<file path="config.mk">
export PLATFORM = sky130hd
export DESIGN_NAME = i2s_receive_deserializer_core_flat
export DESIGN_NICKNAME = d
export VERILOG_FILES = /design/src/hw/rtl/i2srx_pkg.sv /design/src/hw/rtl/i2srx_in_if.sv /design/src/hw/rtl/i2srx_out_if.sv /design/src/hw/rtl/i2s_receive_deserializer_core.sv /design/src/flat_wrapper.sv
export VERILOG_INCLUDE_DIRS = /design/src /design/src/hw/rtl
export SDC_FILE = /design/constraint.sdc
export NUM_CORES = 1
export LEC_CHECK = 0
export BUFFER_PORTS_ARGS = -buffer_cell sky130_fd_sc_hd__buf_4
export CAP_MARGIN = 20
export CORE_ASPECT_RATIO = 1.1
export CORE_MARGIN = 8
export CORE_UTILIZATION = 52
export DETAILED_ROUTE_END_ITERATION = 10
export PLACE_DENSITY = 0.74
export SLEW_MARGIN = 20
export SYNTH_ARGS = -nofsm -noshare
export SYNTH_HDL_FRONTEND = slang
export SYNTH_SLANG_ARGS = --single-unit
</file>
<file path="constraint.sdc">
create_clock -name clk -period 2.7 [get_ports clk]
set_clock_uncertainty 0.1 [all_clocks]
set_input_delay 0.27 -clock clk [delete_from_list [all_inputs] [get_ports clk]]
set_output_delay 0.27 -clock clk [all_outputs]
set_load 0.05 [all_outputs]
</file>
<file path="src/hw/rtl/i2s_receive_deserializer_core_defines.svh">
// assertion helpers for the i2s receive deserializer
`ifndef I2S_RECEIVE_DESERIALIZER_CORE_DEFINES_SVH
`define I2S_RECEIVE_DESERIALIZER_CORE_DEFINES_SVH

// same-cycle implication, checked outside reset
`define I2SRX_ASSERT_NOW(label, cond, expr, msg) \
  label: assert property (@(posedge clk) disable iff (rst) (cond) |-> (expr)) \
    else $error(msg);

// next-cycle implication, checked outside reset
`define I2SRX_ASSERT_NEXT(label, cond, expr, msg) \
  label: assert property (@(posedge clk) disable iff (rst) (cond) |=> (expr)) \
    else $error(msg);

`endif

</file>
<file path="src/hw/rtl/i2srx_pkg.sv">
`default_nettype none

package i2srx_pkg;

  localparam int unsigned SAMPLE_W    = 32;
  localparam int unsigned WIDTH_W     = 6;
  localparam int unsigned DELAY_W     = 4;
  localparam int unsigned DELAY_CNT_W = 5;
  localparam int unsigned BIT_POS_W   = 5;
  localparam int unsigned CFG_INDEX_W = 2;
  localparam int unsigned CFG_DATA_W  = 6;

  localparam logic [WIDTH_W-1:0] MAX_WIDTH     = 6'd32;
  localparam logic [WIDTH_W-1:0] RESET_WIDTH   = 6'd16;
  localparam logic [DELAY_W-1:0] RESET_DELAY   = 4'd1;

  // configuration register indexes
  typedef enum logic [CFG_INDEX_W-1:0] {
    CFG_WORD_WIDTH   = 2'd0,
    CFG_SELECT_DELAY = 2'd1
  } cfg_reg_t;

endpackage

`default_nettype wire

</file>
<file path="src/hw/rtl/i2srx_in_if.sv">
`default_nettype none

interface i2srx_in_if;
  logic valid;
  logic ready;
  logic clock_level;
  logic word_select;
  logic data_bit;

  modport source (output valid, output clock_level, output word_select, output data_bit,
                  input ready);
  modport sink   (input valid, input clock_level, input word_select, input data_bit,
                  output ready);
endinterface

`default_nettype wire

</file>
<file path="src/hw/rtl/i2srx_out_if.sv">
`default_nettype none

interface i2srx_out_if;
  logic                             valid;
  logic                             ready;
  logic [i2srx_pkg::SAMPLE_W-1:0]   sample_value;

  modport source (output valid, output sample_value, input ready);
  modport sink   (input valid, input sample_value, output ready);
endinterface

`default_nettype wire

</file>
<file path="src/hw/rtl/i2s_receive_deserializer_core.sv">
// channel   dir  payload                                  transfer when
// edges     in   clock_level, word_select, data_bit       valid & ready
// samples   out  sample_value[31:0]                       valid & ready
// cfg       in   cfg_index[1:0], cfg_data[5:0]            cfg_write
//
// one serial-clock edge per cycle; its state update is done in the accept cycle
// a finished sample sits in the output register, visible the cycle after its edge
// edges are taken whenever the output register is empty or is being drained
// rst is synchronous: width 16, delay 1, channel inactive, no pending sample
`default_nettype none

`include "i2s_receive_deserializer_core_defines.svh"

module i2s_receive_deserializer_core (
  input  wire logic                             clk,
  input  wire logic                             rst,
  i2srx_in_if.sink                              edges,
  i2srx_out_if.source                           samples,
  input  wire logic                             cfg_write,
  input  wire logic [i2srx_pkg::CFG_INDEX_W-1:0] cfg_index,
  input  wire logic [i2srx_pkg::CFG_DATA_W-1:0]  cfg_data
);

  // configuration registers
  logic [i2srx_pkg::WIDTH_W-1:0]     word_width;
  logic [i2srx_pkg::DELAY_W-1:0]     select_delay;

  // receive state
  logic                              last_select;
  logic [i2srx_pkg::DELAY_CNT_W-1:0] delay_left;
  logic                              channel_active;
  logic [i2srx_pkg::WIDTH_W-1:0]     bits_left;
  logic [i2srx_pkg::SAMPLE_W-1:0]    sample_accum;

  // output register
  logic                              out_valid;
  logic [i2srx_pkg::SAMPLE_W-1:0]    out_sample;

  logic                              last_select_next;
  logic [i2srx_pkg::DELAY_CNT_W-1:0] delay_left_next;
  logic                              channel_active_next;
  logic [i2srx_pkg::WIDTH_W-1:0]     bits_left_next;
  logic [i2srx_pkg::SAMPLE_W-1:0]    sample_accum_next;
  logic                              out_valid_next;

  logic                              accept;
  logic                              emit;
  logic [i2srx_pkg::WIDTH_W-1:0]     eff_width;
  logic [i2srx_pkg::DELAY_CNT_W-1:0] delay_start;
  logic [i2srx_pkg::BIT_POS_W-1:0]   bit_pos;
  logic [i2srx_pkg::SAMPLE_W-1:0]    accum_with_bit;

  // the slot is free, or it empties in this same cycle
  assign edges.ready          = !out_valid || samples.ready;
  assign accept               = edges.valid && edges.ready;
  assign samples.valid        = out_valid;
  assign samples.sample_value = out_sample;

  // widths above 32 act as 32
  assign eff_width = (word_width > i2srx_pkg::MAX_WIDTH) ? i2srx_pkg::MAX_WIDTH : word_width;

  // a word select rise loads delay + 1, counted down on that same edge
  assign delay_start = {1'b0, select_delay} + i2srx_pkg::DELAY_CNT_W'(1);

  // msb first: bit goes to position bits_left - 1
  assign bit_pos        = i2srx_pkg::BIT_POS_W'(bits_left - i2srx_pkg::WIDTH_W'(1));
  assign accum_with_bit = sample_accum
                        | (i2srx_pkg::SAMPLE_W'(edges.data_bit) << bit_pos);

  always_comb begin
    logic [i2srx_pkg::DELAY_CNT_W-1:0] dl;
    last_select_next    = last_select;
    delay_left_next     = delay_left;
    channel_active_next = channel_active;
    bits_left_next      = bits_left;
    sample_accum_next   = sample_accum;
    emit                = 1'b0;
    dl                  = delay_left;

    if (accept) begin
      if (edges.clock_level) begin
        // rising edge: shift in one data bit while a sample is pending
        if (channel_active && (bits_left != '0)) begin
          if (bits_left == i2srx_pkg::WIDTH_W'(1)) begin
            // last bit: hand off and rearm with a cleared accumulator
            emit              = 1'b1;
            bits_left_next    = eff_width;
            sample_accum_next = '0;
          end else begin
            bits_left_next    = bits_left - i2srx_pkg::WIDTH_W'(1);
            sample_accum_next = accum_with_bit;
          end
        end
      end else begin
        // falling edge: word select tracking and start delay
        if (edges.word_select && !last_select) begin
          dl = delay_start;
        end
        if (dl != '0) begin
          dl = dl - i2srx_pkg::DELAY_CNT_W'(1);
          if (dl == '0) begin
            // new sample starts; any partial sample is dropped
            channel_active_next = 1'b1;
            bits_left_next      = eff_width;
            sample_accum_next   = '0;
          end
        end
        delay_left_next  = dl;
        last_select_next = edges.word_select;
      end
    end
  end

  always_comb begin
    if (emit) begin
      out_valid_next = 1'b1;
    end else if (samples.ready) begin
      out_valid_next = 1'b0;
    end else begin
      out_valid_next = out_valid;
    end
  end

  always_ff @(posedge clk) begin
    if (rst) begin
      word_width     <= i2srx_pkg::RESET_WIDTH;
      select_delay   <= i2srx_pkg::RESET_DELAY;
      last_select    <= 1'b0;
      delay_left     <= '0;
      channel_active <= 1'b0;
      bits_left      <= '0;
      sample_accum   <= '0;
      out_valid      <= 1'b0;
    end else begin
      last_select    <= last_select_next;
      delay_left     <= delay_left_next;
      channel_active <= channel_active_next;
      bits_left      <= bits_left_next;
      sample_accum   <= sample_accum_next;
      out_valid      <= out_valid_next;
      if (cfg_write) begin
        unique case (cfg_index)
          i2srx_pkg::CFG_WORD_WIDTH:   word_width   <= cfg_data;
          i2srx_pkg::CFG_SELECT_DELAY: select_delay <= cfg_data[i2srx_pkg::DELAY_W-1:0];
          default: ;
        endcase
      end
    end
  end

  // sample payload, loaded only on the completing bit
  always_ff @(posedge clk) begin
    if (emit) begin
      out_sample <= accum_with_bit;
    end
  end

  `I2SRX_ASSERT_NOW(a_bits_in_range, 1'b1, bits_left <= i2srx_pkg::MAX_WIDTH, "bits_left above 32")
  `I2SRX_ASSERT_NOW(a_delay_in_range, 1'b1, delay_left <= 5'd16, "delay_left above 16")
  `I2SRX_ASSERT_NOW(a_idle_clean, !channel_active, (bits_left == '0) && (sample_accum == '0),
                    "pending sample state while channel inactive")
  `I2SRX_ASSERT_NEXT(a_emit_from_rise, !out_valid || samples.ready,
                     !out_valid || ($past(accept) && $past(edges.clock_level)),
                     "sample shown without a rising edge transfer")
  `I2SRX_ASSERT_NOW(a_stall_only_full, !edges.ready, out_valid && !samples.ready,
                    "edges stalled while output slot free")

endmodule

`default_nettype wire
</file>
<file path="src/flat_wrapper.sv">
// flat-port wrapper written by rule: the top's interface ports become plain ports
module i2s_receive_deserializer_core_flat 
  (clk, rst, cfg_write, cfg_index, cfg_data, edges_valid, edges_clock_level, edges_word_select, edges_data_bit, edges_ready, samples_valid, samples_sample_value, samples_ready);
  i2srx_in_if edges_i ();
  i2srx_out_if samples_i ();
  input  wire logic clk;
  input  wire logic rst;
  input  wire logic cfg_write;
  input  wire logic [i2srx_pkg::CFG_INDEX_W-1:0] cfg_index;
  input  wire logic [i2srx_pkg::CFG_DATA_W-1:0] cfg_data;
  input wire logic [$bits(edges_i.valid)-1:0] edges_valid;
  input wire logic [$bits(edges_i.clock_level)-1:0] edges_clock_level;
  input wire logic [$bits(edges_i.word_select)-1:0] edges_word_select;
  input wire logic [$bits(edges_i.data_bit)-1:0] edges_data_bit;
  output wire logic [$bits(edges_i.ready)-1:0] edges_ready;
  output wire logic [$bits(samples_i.valid)-1:0] samples_valid;
  output wire logic [$bits(samples_i.sample_value)-1:0] samples_sample_value;
  input wire logic [$bits(samples_i.ready)-1:0] samples_ready;
  assign edges_i.valid = edges_valid;
  assign edges_i.clock_level = edges_clock_level;
  assign edges_i.word_select = edges_word_select;
  assign edges_i.data_bit = edges_data_bit;
  assign edges_ready = edges_i.ready;
  assign samples_valid = samples_i.valid;
  assign samples_sample_value = samples_i.sample_value;
  assign samples_i.ready = samples_ready;
  i2s_receive_deserializer_core u_core (.clk(clk), .rst(rst), .edges(edges_i), .samples(samples_i), .cfg_write(cfg_write), .cfg_index(cfg_index), .cfg_data(cfg_data));
endmodule
</file>
# --- Word-level counts from Yosys, hierarchy flattened ---
# Index checks and enable logic that the tools add are counted.
totals:
  elab_cells: 58
  in_bits: 16
  ff_bits: 88
classes:
  order_cmp: 1
  bitwise: 2
  eq_ne: 3
  add_sub_neg: 3
  n_mux: 21
  shifts: 1
  n_reduce_logical: 18
ops:
  columns: ["cell", "count"]
  rows:
  - ["32-bit 2-to-1 mux", 5]
  - ["6-bit 2-to-1 mux", 6]
  - ["32-bit bitwise OR", 1]
  - ["1-bit by 5-bit left shift with 32-bit output", 1]
  - ["5-bit 2-to-1 mux", 4]
  - ["4-bit AND reduction", 2]
  - ["6-bit by 1-bit == test with 1-bit output, second input constant", 1]
  - ["6-bit > comparator, second input constant", 1]
  - ["1-bit 2-to-1 mux", 6]
  - ["2-bit AND reduction", 3]
  - ["2-bit nonzero test", 3]
  - ["6-bit nonzero test", 1]
  - ["6-bit by 1-bit subtractor with 6-bit output, second input constant", 1]
  - ["4-bit by 1-bit adder with 5-bit output, second input constant", 1]
  - ["5-bit zero test", 1]
  - ["5-bit nonzero test", 1]
  - ["5-bit by 1-bit subtractor with 5-bit output, second input constant", 1]
  - ["1-bit logical AND", 3]
  - ["2-bit by 1-bit == test with 1-bit output, second input constant", 1]
  - ["1-bit zero test", 2]
  - ["2-bit zero test", 1]
  - ["2-bit by 1-bit inequality test with 1-bit output, second input constant", 1]
  - ["1-bit logical OR", 1]
  - ["1-bit inverter", 1]

# --- Longest topological paths before layout ---
# Gate-level depths: netlist of the first run.
depth:
  word_depth: 10
  depth_mapped: 14
  depth_no_buf: 10

# --- Worst setup path before layout of the first run ---
# No wires, ideal clock.
synth_path:
  path_kind: "register -> register"
  from: "register u_core.out_valid, in the netlist u_core.samples.valid"
  to: "register u_core.out_sample (netlist bit u_core.samples.sample_value[0]), enable pin"
  setup_ns: 0.387
  path_buffers: 0
  path_stages_with_launch: 6
  arrival_ns: 2.220
  path_slack_ns: -0.007
  cell_sequence: "dfxtp_1 > nand2b_1 > nand4_1 > a21oi_1 > nand3_1 > inv_1"
synth_between:
  elab_chain_len: 4
synth_rtl:
  columns: ["element", "line_no", "rtl"]
  rows:
  - ["start, declared", "i2s_receive_deserializer_core.sv:36", "logic out_valid;"]
  - ["start signal, assigned", "i2s_receive_deserializer_core.sv:140", "out_valid <= out_valid_next;"]
  - ["1-bit zero test", "i2s_receive_deserializer_core.sv:54", "assign edges.ready = !out_valid || samples.ready;"]
  - ["1-bit logical OR", "i2s_receive_deserializer_core.sv:54", null]
  - ["named net edges_ready", "flat_wrapper.sv:15", "output wire logic [$bits(edges_i.ready)-1:0] edges_ready;"]
  - ["1-bit logical AND", "i2s_receive_deserializer_core.sv:55", "assign accept = edges.valid && edges.ready;"]
  - ["1-bit 2-to-1 mux", "i2s_receive_deserializer_core.sv:80", "if (accept) begin"]
  - ["named net u_core.emit", "i2s_receive_deserializer_core.sv:47", "logic emit;"]
  - ["end signal, assigned", "i2s_receive_deserializer_core.sv:154", "out_sample <= accum_with_bit;"]
  - ["end, declared", "i2s_receive_deserializer_core.sv:37", "logic [i2srx_pkg::SAMPLE_W-1:0] out_sample;"]
# The timed path passes the listed nets, and every way through them passes these cells.
# A chain may end at the register's enable or synchronous reset.

# --- Final worst setup path of the first run ---
layout_path:
  from: "register u_core.select_delay[0] (netlist bit)"
  to: "register u_core.sample_accum[23] (netlist bit)"
layout_between:
  elab_chain_len: 8
  elab_cells_between_ends: 10
  cone_classes: "add/sub: 2; mux: 3; reduce/logical: 5"
layout_rtl:
  columns: ["element", "line_no", "rtl"]
  rows:
  - ["start, declared", "i2s_receive_deserializer_core.sv:26", "logic [i2srx_pkg::DELAY_W-1:0] select_delay;"]
  - ["start signal, assigned", "i2s_receive_deserializer_core.sv:127", "select_delay <= i2srx_pkg::RESET_DELAY;"]
  - ["start signal, assigned", "i2s_receive_deserializer_core.sv:144", "i2srx_pkg::CFG_SELECT_DELAY: select_delay <= cfg_data[i2srx_pkg::DELAY_W-1:0];"]
  - ["4-bit by 1-bit adder with 5-bit output (*)", "i2s_receive_deserializer_core.sv:63", "assign delay_start = {1'b0, select_delay} + i2srx_pkg::DELAY_CNT_W'(1);"]
  - ["5-bit 2-to-1 mux (*)", "i2s_receive_deserializer_core.sv:96", "if (edges.word_select && !last_select) begin"]
  - ["5-bit 2-to-1 mux (*)", "i2s_receive_deserializer_core.sv:81", "if (edges.clock_level) begin"]
  - ["5-bit 2-to-1 mux (*)", "i2s_receive_deserializer_core.sv:80", null]
  - ["5-bit by 1-bit subtractor with 5-bit output", "i2s_receive_deserializer_core.sv:100", "dl = dl - i2srx_pkg::DELAY_CNT_W'(1);"]
  - ["5-bit zero test", "i2s_receive_deserializer_core.sv:101", "if (dl == '0) begin"]
  - ["2-bit nonzero test (no line)", null, null]
  - ["4-bit AND reduction (no line) (*)", null, null]
  - ["end signal, assigned", "i2s_receive_deserializer_core.sv:139", "sample_accum <= sample_accum_next;"]
  - ["end, declared", "i2s_receive_deserializer_core.sv:33", "logic [i2srx_pkg::SAMPLE_W-1:0] sample_accum;"]
# Mark *: on every way between the ends. The rest lies on a longest branch, timed or not. The select of a mux whose other input is x is not followed.

==> key figures, run 1 <==
Floorplanning
  • Core Area: between 7000 and 8000 um2
  • Initial Util: between 50% and 60%
  • Num ports: 50
  • Die Ht: approximately 110 um
  • Die Area: 10950 um2
  • Num rows: 34
  • Die Span X: 100.5 um

Logic synthesis
  • Sequential fraction of the synthesis area: around half
  • Post-synth EDFFs: 32
  • Yosys cell types: 52
  • Yosys reg bits: 88
  • Synthesized net count: a little over 400
  • Async SR Flop Fraction: 0%
  • Mapped Area: just over 4000 um2
  • Syn Inst Count: a little under 400
  • Main synth FF type: dfxtp_1
  • Synth warn: 0
  • Syn Area/Cell: ~10 um2

Critical path
  • Worst path required time: approximately 2.9 ns
  • Startpoint types: register
  • Arr. time, crit path: approximately 2.7 ns
  • Setup CP Type: register to register
  • CP Capture Type: register
  • Crit Path Max Fanout: 37
  • Worst r2r path cells: 9

Place
  • Gpl congestion: 0.8546
  • Post-DP HPWL: about 6.4 mm
  • Placed Cells: roughly 540
  • IO buf count: 49
  • Dpl cell area: 4641 um2

Timing
  • Setup Viol. Count Final: 0
  • RSZ-0062 raised after global routing: false
  • Final period util: a little over nine tenths
  • Slew HR: between 50 and 60%
  • Tmin final: between 2 and 3 ns
  • Fmax achieved: approximately 0.39 GHz
  • Max Slew Vio Count: 0
  • Hold Fails Final Rpt: 0
  • Setup TNS: 0 ns
  • Tightest Pin Transition: roughly 0.65 ns

Routing
  • First-iteration detailed-routing DRC count: 187
  • Drt first pass iters: 4
  • Vias: around 3200
  • Antenna Nets Post-Route: 0
  • Final WL: roughly 9.2 mm
  • # DRC: 0
  • Per-cell routed wire length: around 17 um
  • Vias per cell: ~5.7

Global routing
  • Antenna violations before repair: 0
  • Vias in the first global route: between 3000 and 4000
  • Global-route wire length before repair: 15.11 mm
  • Gr ovfl total: 0
  • Largest net degree at the start of global routing: 47
  • Gr usage total: approximately 17%

Pwr
  • Max IR drop VDD: between 200 and 300 uV
  • Pwr dens: 551.9 nW/um2
  • Logic pwr share: 13.1%
  • Pint: slightly below 2 mW
  • Flop pwr share: 52.2%
  • Sw Share: between 20 and 30%
  • Clock power frac: between 30% and 40%
  • Final Total Pwr: ~2.7 mW
  • NetSw: about 0.72 mW
  • Leak pwr: 2.270 nW

Layout
  • Nets: roughly 470
  • Final core occ: between 60% and 70%
  • Ratio of cells with drive above 1 in the final layout: between 20% and 30%
  • Finished Layout Cells: around 560
  • N_diodes: 0
  • Final instance area: about 4900 um2
  • Layout area overhead: 18.81%
  • FILL cells: about 640

Job
  • Max_cap viols: 0

Clock tree
  • CTS Buffer Depth: 2
  • H-tree lvl count: 3
  • CTS tree: yes
  • Worst-path clk slew: around 0.09 ns
  • Total CTS buffers: 9
  • Num Clock Sinks: 88
  • # Post-CTS Setup Buffers: 0
  • Root buffer cell: clkbuf_8
  • Clock Latency Late Sink: 0.37 ns

Min path
  • Hold Path Cell Cnt: 3
  • Worst hold path class: primary input to register

Run status
  • Outcome: complete, no violations
==> cell families after synthesis <==
group,synth area share (%)
and+or+nand+nor,16.64
AOI/OAI and AO/OA,20.62
DFF,50.98
buffers and inverters,4.289
muxes,3.493
xor gates and xnor gates,2.145
adders and majority gates,1.838
==> cell usage after synthesis (3+ instances only) <==
cell      instances  share of area (%)
o21ai_0           9                1.1
a21oi_1          18                2.2
nor3b_1           3               0.55
nand4b_1         22                4.7
a211oi_2          3               0.92
o21ai_1          16                2.0
nand2_1          41                3.8
o211a_1          10                2.5
nor2_1           25                2.3
clkbuf_1         13                1.2
a21o_1           36                6.6
inv_1             6               0.55
a41o_1           10                2.5
xnor2_1           4               0.86
edfxtp_1         32                 24
nand3_1           3               0.37
mux2i_1          12                2.9
xor2_1            6                1.3
nand2b_1          3               0.46
buf_2             8               0.98
dfxtp_1          56                 27
ha_1              6                1.8
buf_6             4                1.1
nor3_1            9                1.1
==> worst paths after layout <==
path                            from                      end  slack [ns]
min reg2reg  u_core.sample_accum[21]  u_core.sample_accum[21]        0.35
min                      cfg_data[4]     u_core.word_width[4]        0.01
max reg2reg   u_core.select_delay[0]  u_core.sample_accum[23]        0.16
max           u_core.select_delay[0]  u_core.sample_accum[23]        0.16
==> per-stage QoR <==
stage / hold WS, ns / setup slack [ns]
finish: 0.01294 / 0.1569
global route: 0.01696 / 0.01122
CTS: 0.003513 / 0.009746
detailed placement: 0.3411 / 0.02353
global placement: 0.3351 / 0.1199
floorplan: 0.2628 / 0.1735
==> repair_timing <==
item | CTS | global route
hold buffers | 0 | 0
endpoints found under the setup margin | 0 | 37
resized for setup | 0 | 2
==> power groups by stage <==
| stage | Sequential, mW | Clock, mW | Combinational [mW] |
|---|---|---|---|
| 2_1_floorplan | 1.42 | 0 | 0.243 |
| 3_3_place_gp | 1.43 | 0 | 0.338 |
| 3_5_place_dp | 1.43 | 0 | 0.344 |
| 4_1_cts | 1.40 | 0.950 | 0.345 |
| 5_1_grt | 1.40 | 0.991 | 0.383 |
| 6_report | 1.40 | 0.930 | 0.351 |
==> sequential cells by signal, indices dropped and copies added, names as in the netlist <==
register,flops
u_core.last_select,1
u_core.sample_accum,32
u_core.bits_left,6
u_core.channel_active,1
u_core.samples.sample_value,32
u_core.word_width,6
u_core.samples.valid,1
u_core.delay_left,5
u_core.select_delay,4
==> layer usage <==
layer / vias to the layer above / part of all wire [%] / track usage (%)
met5: - / 0 / 0
li1: 1548 / - / -
met2: 74 / 51 / 29.89
met3: 15 / 4.6 / 3.321
met4: 0 / 2.5 / 9.514
met1: 1524 / 42 / 20.37
==> cell type report <==
type / instances / area [um2] / share of cell area [%]
sequential: 88 / 2082 / 42.91
multi-input combinational: 268 / 1836 / 37.83
timing repair buffer: 71 / 570.5 / 11.76
tap: 108 / 135.1 / 2.785
clock buffer: 9 / 123.9 / 2.553
clock inverter: 7 / 78.83 / 1.625
inverter: 6 / 26.28 / 0.5415
==> placed cells by master (no fill, tap or decap), types with 4 or more instances in the layout <==
master,instances
dfxtp_1,56
ha_1,6
o21ai_1,16
xor2_1,6
nor3_1,9
clkbuf_8,9
o211a_1,10
nand4b_1,22
mux2i_1,12
nand2_1,41
xnor2_1,4
buf_4,68
edfxtp_1,32
inv_1,5
a21oi_1,18
nor2_1,25
a41o_1,10
a21o_1,35
o21ai_0,9
==> critical path, stage by stage (launching register included) <==
cell	delay [ns]
dfxtp_1	0.32
ha_1	0.35
mux2i_1	0.12
ha_1	0.24
xor2_1	0.17
and3_1	0.24
a21oi_4	0.39
nor2_4	0.06
buf_12	0.19
a41o_1	0.25
No activity file was read; power rests on OpenSTA's default activity.
==> run 2, diff against run 1 <==
Settings changed: CORE_ASPECT_RATIO 1.1 to 1.2.
==> run 2 against run 1 <==
Against the previous run:
- utilization up 0.46 points
- hold slack better by 0.0090 ns
- register-to-register slack about the same
- total power down 0.76%
- flip-flop and latch count stayed put
- global-route usage fell by 0.55 points
- setup slack got worse by 0.0019 ns
- first-iteration DRC count increased by 11%
- maximum frequency about the same
- combinational power is essentially flat
- final cell count fell by 2.7%
- critical path type unchanged
- critical endpoint is now u_core.sample_accum[30]
- largest power group unchanged
==> key figures, run 2 (synthesis results as in run 1) <==
Floorplanning
  • Num ports: 50 (unchanged)
  • Die Area: 10960 um2 (about the same)
  • Die Ht: 113.1 um (+3.8%)
  • Core Area: 7664 um2 (-1.6%)
  • Num rows: 35 (+2.9%)
  • Die Span X: 96.90 um (-3.6%)
  • Initial Util: 53.29% (+0.83 points)

Timing
  • Hold Fails Final Rpt: 0 (unchanged)
  • Fmax achieved: 0.3929 GHz (about the same)
  • Worst hold slack: 0.02196 ns (+0.009023 ns)
  • RSZ-0062 raised after global routing: false
  • Slew HR: 49.68% (-6.3 points)
  • Final period util: 94.26% (about the same)
  • Setup Viol. Count Final: 0 (unchanged)
  • Setup TNS: 0 ns (unchanged)
  • Tightest Pin Transition: 0.7490 ns (+0.09455 ns)
  • Tmin final: 2.545 ns (+0.001851 ns)
  • Max Slew Vio Count: 0 (unchanged)

Critical path
  • Worst path required time: 2.85 ns (about the same)
  • Crit Path Max Fanout: 37 (unchanged)
  • Startpoint types: register
  • Arr. time, crit path: 2.69 ns (about the same)
  • Reg-to-reg endpoint: u_core.sample_accum[30]
  • Worst r2r path cells: 9 (unchanged)
  • Reg-to-Reg Start: u_core.select_delay[1]
  • Setup CP Type: register to register
  • CP Capture Type: register
  • R2R Setup Slk: 0.16 ns (about the same)

Layout
  • Final instance area: 4812 um2 (-0.82%)
  • N_diodes: 0 (unchanged)
  • Ratio of cells with drive above 1 in the final layout: 22.67% (-0.27 points)
  • FILL cells: 613 (-4.4%)
  • Commonest non-fill, non-tap cells in the layout: buf_4, dfxtp_1, nand2_1
  • Nets: 467 (+0.21%)
  • Layout area overhead: 17.83%
  • Final core occ: 62.79% (+0.46 points)
  • Commonest non-fill, non-tap cell in the layout: buf_4

Clock tree
  • CTS tree: yes
  • CTS Hold Bufs: 0 (unchanged)
  • CTS Buffer Depth: 2 (unchanged)
  • Worst-path clk slew: 0.09 ns (about the same)
  • # resized after CTS: 0 (unchanged)
  • Total CTS buffers: 9 (unchanged)
  • # Post-CTS Setup Buffers: 0 (unchanged)
  • Num Clock Sinks: 88 (unchanged)
  • H-tree lvl count: 3 (unchanged)
  • Root buffer cell: clkbuf_8
  • Clock Latency Late Sink: 0.36 ns (about the same)

Global routing
  • Gr ovfl total: 0 (unchanged)
  • Vias in the first global route: 3149 (-0.88%)
  • Gr usage total: 16.93% (-0.55 points)
  • Global-route wire length before repair: 15.33 mm (+1.5%)
  • Largest net degree at the start of global routing: 38 (-19%)
  • Antenna violations before repair: 0 (unchanged)

Routing
  • Final WL: 9.236 mm (+0.45%)
  • Vias per cell: 5.851 (+3.1%)
  • Vias: 3171 (+0.32%)
  • First-iteration detailed-routing DRC count: 207 (+11%)
  • Per-cell routed wire length: 17.04 um (+3.2%)
  • Drt first pass iters: 5 (+1)
  • # DRC: 0 (unchanged)
  • Antenna Nets Post-Route: 0 (unchanged)

Run status
  • Outcome: complete, no violations

Min path
  • Worst Hold Path EP: u_core.word_width[4]
  • Min-delay src: cfg_data[4]
  • Worst hold path class: primary input to register
  • Hold Path Cell Cnt: 3 (unchanged)

Place
  • IO buf count: 49 (unchanged)
  • Post-DP HPWL: 6.430 mm (+0.96%)
  • Dpl cell area: 4603 um2 (-0.81%)
  • Gpl congestion: 0.9022 (+5.6%)

Pwr
  • Final Total Pwr: 2.658 mW (-0.76%)
  • Max IR drop VDD: 313.7 uV (+7.2%)
  • Leak pwr: 2.254 nW (-0.69%)
  • Pwr dens: 552.3 nW/um2 (about the same)

Job
  • Max_cap viols: 0 (unchanged)
-- run 2: through the flow --
stage	setup slack, ns	std cells
global route	0.01557	542
floorplan	0.1735	390
global placement	0.08596	526
CTS	0.0009781	542
finish	0.1551	542
detailed placement	0.01496	526
-- run 2: cell type report --
cell class              count  area, um2  area share, %
clock buffers              10      127.6          2.652
clock inverters             6      70.07          1.456
inverters                   6      26.28         0.5460
multi-input cells         268       1834          38.12
flip-flops and latches     88       2082          43.27
well taps                  92      115.1          2.392
repair buffers             72      556.8          11.57
-- run 2: critical path, cell delays in order, from the launching register on --
cell     delay (ns)
dfxtp_1        0.32
ha_1           0.34
mux2i_1        0.12
ha_1           0.23
xor2_1         0.16
and3_1         0.24
a21oi_4        0.43
nor2_4         0.06
buf_12         0.19
a41o_1         0.23
-- run 2: power breakdown --
part / switching (mW) / internal, mW / leakage [nW]
Combinational: 0.210 / 0.138 / 1.40
Clock: 0.481 / 0.433 / 0.0891
Sequential: 0.0150 / 1.38 / 0.760
Total: 0.706 / 1.95 / 2.25
-- run 2: how the worst max path moves through the flow --
stage                                      start                      end  slack, ns  depth (start not counted)
after floorplan               u_core.last_select  u_core.sample_accum[28]       0.17                         11
after global placement        u_core.last_select  u_core.sample_accum[22]       0.09                         10
after detailed placement  u_core.select_delay[0]  u_core.sample_accum[23]       0.01                          9
after CTS                 u_core.select_delay[0]  u_core.sample_accum[30]      0.001                          9
after global routing      u_core.select_delay[0]  u_core.sample_accum[23]       0.02                          9
final                     u_core.select_delay[1]  u_core.sample_accum[30]       0.16                          9
-- run 2: per-layer routing --
metal	routed length [um]	vias up	GRT usage [%]
met2	4729	82	29.57
li1	-	1551	-
met1	3799	1521	18.84
met4	207	0	7.091
met5	0	-	0
met3	499	17	4.753
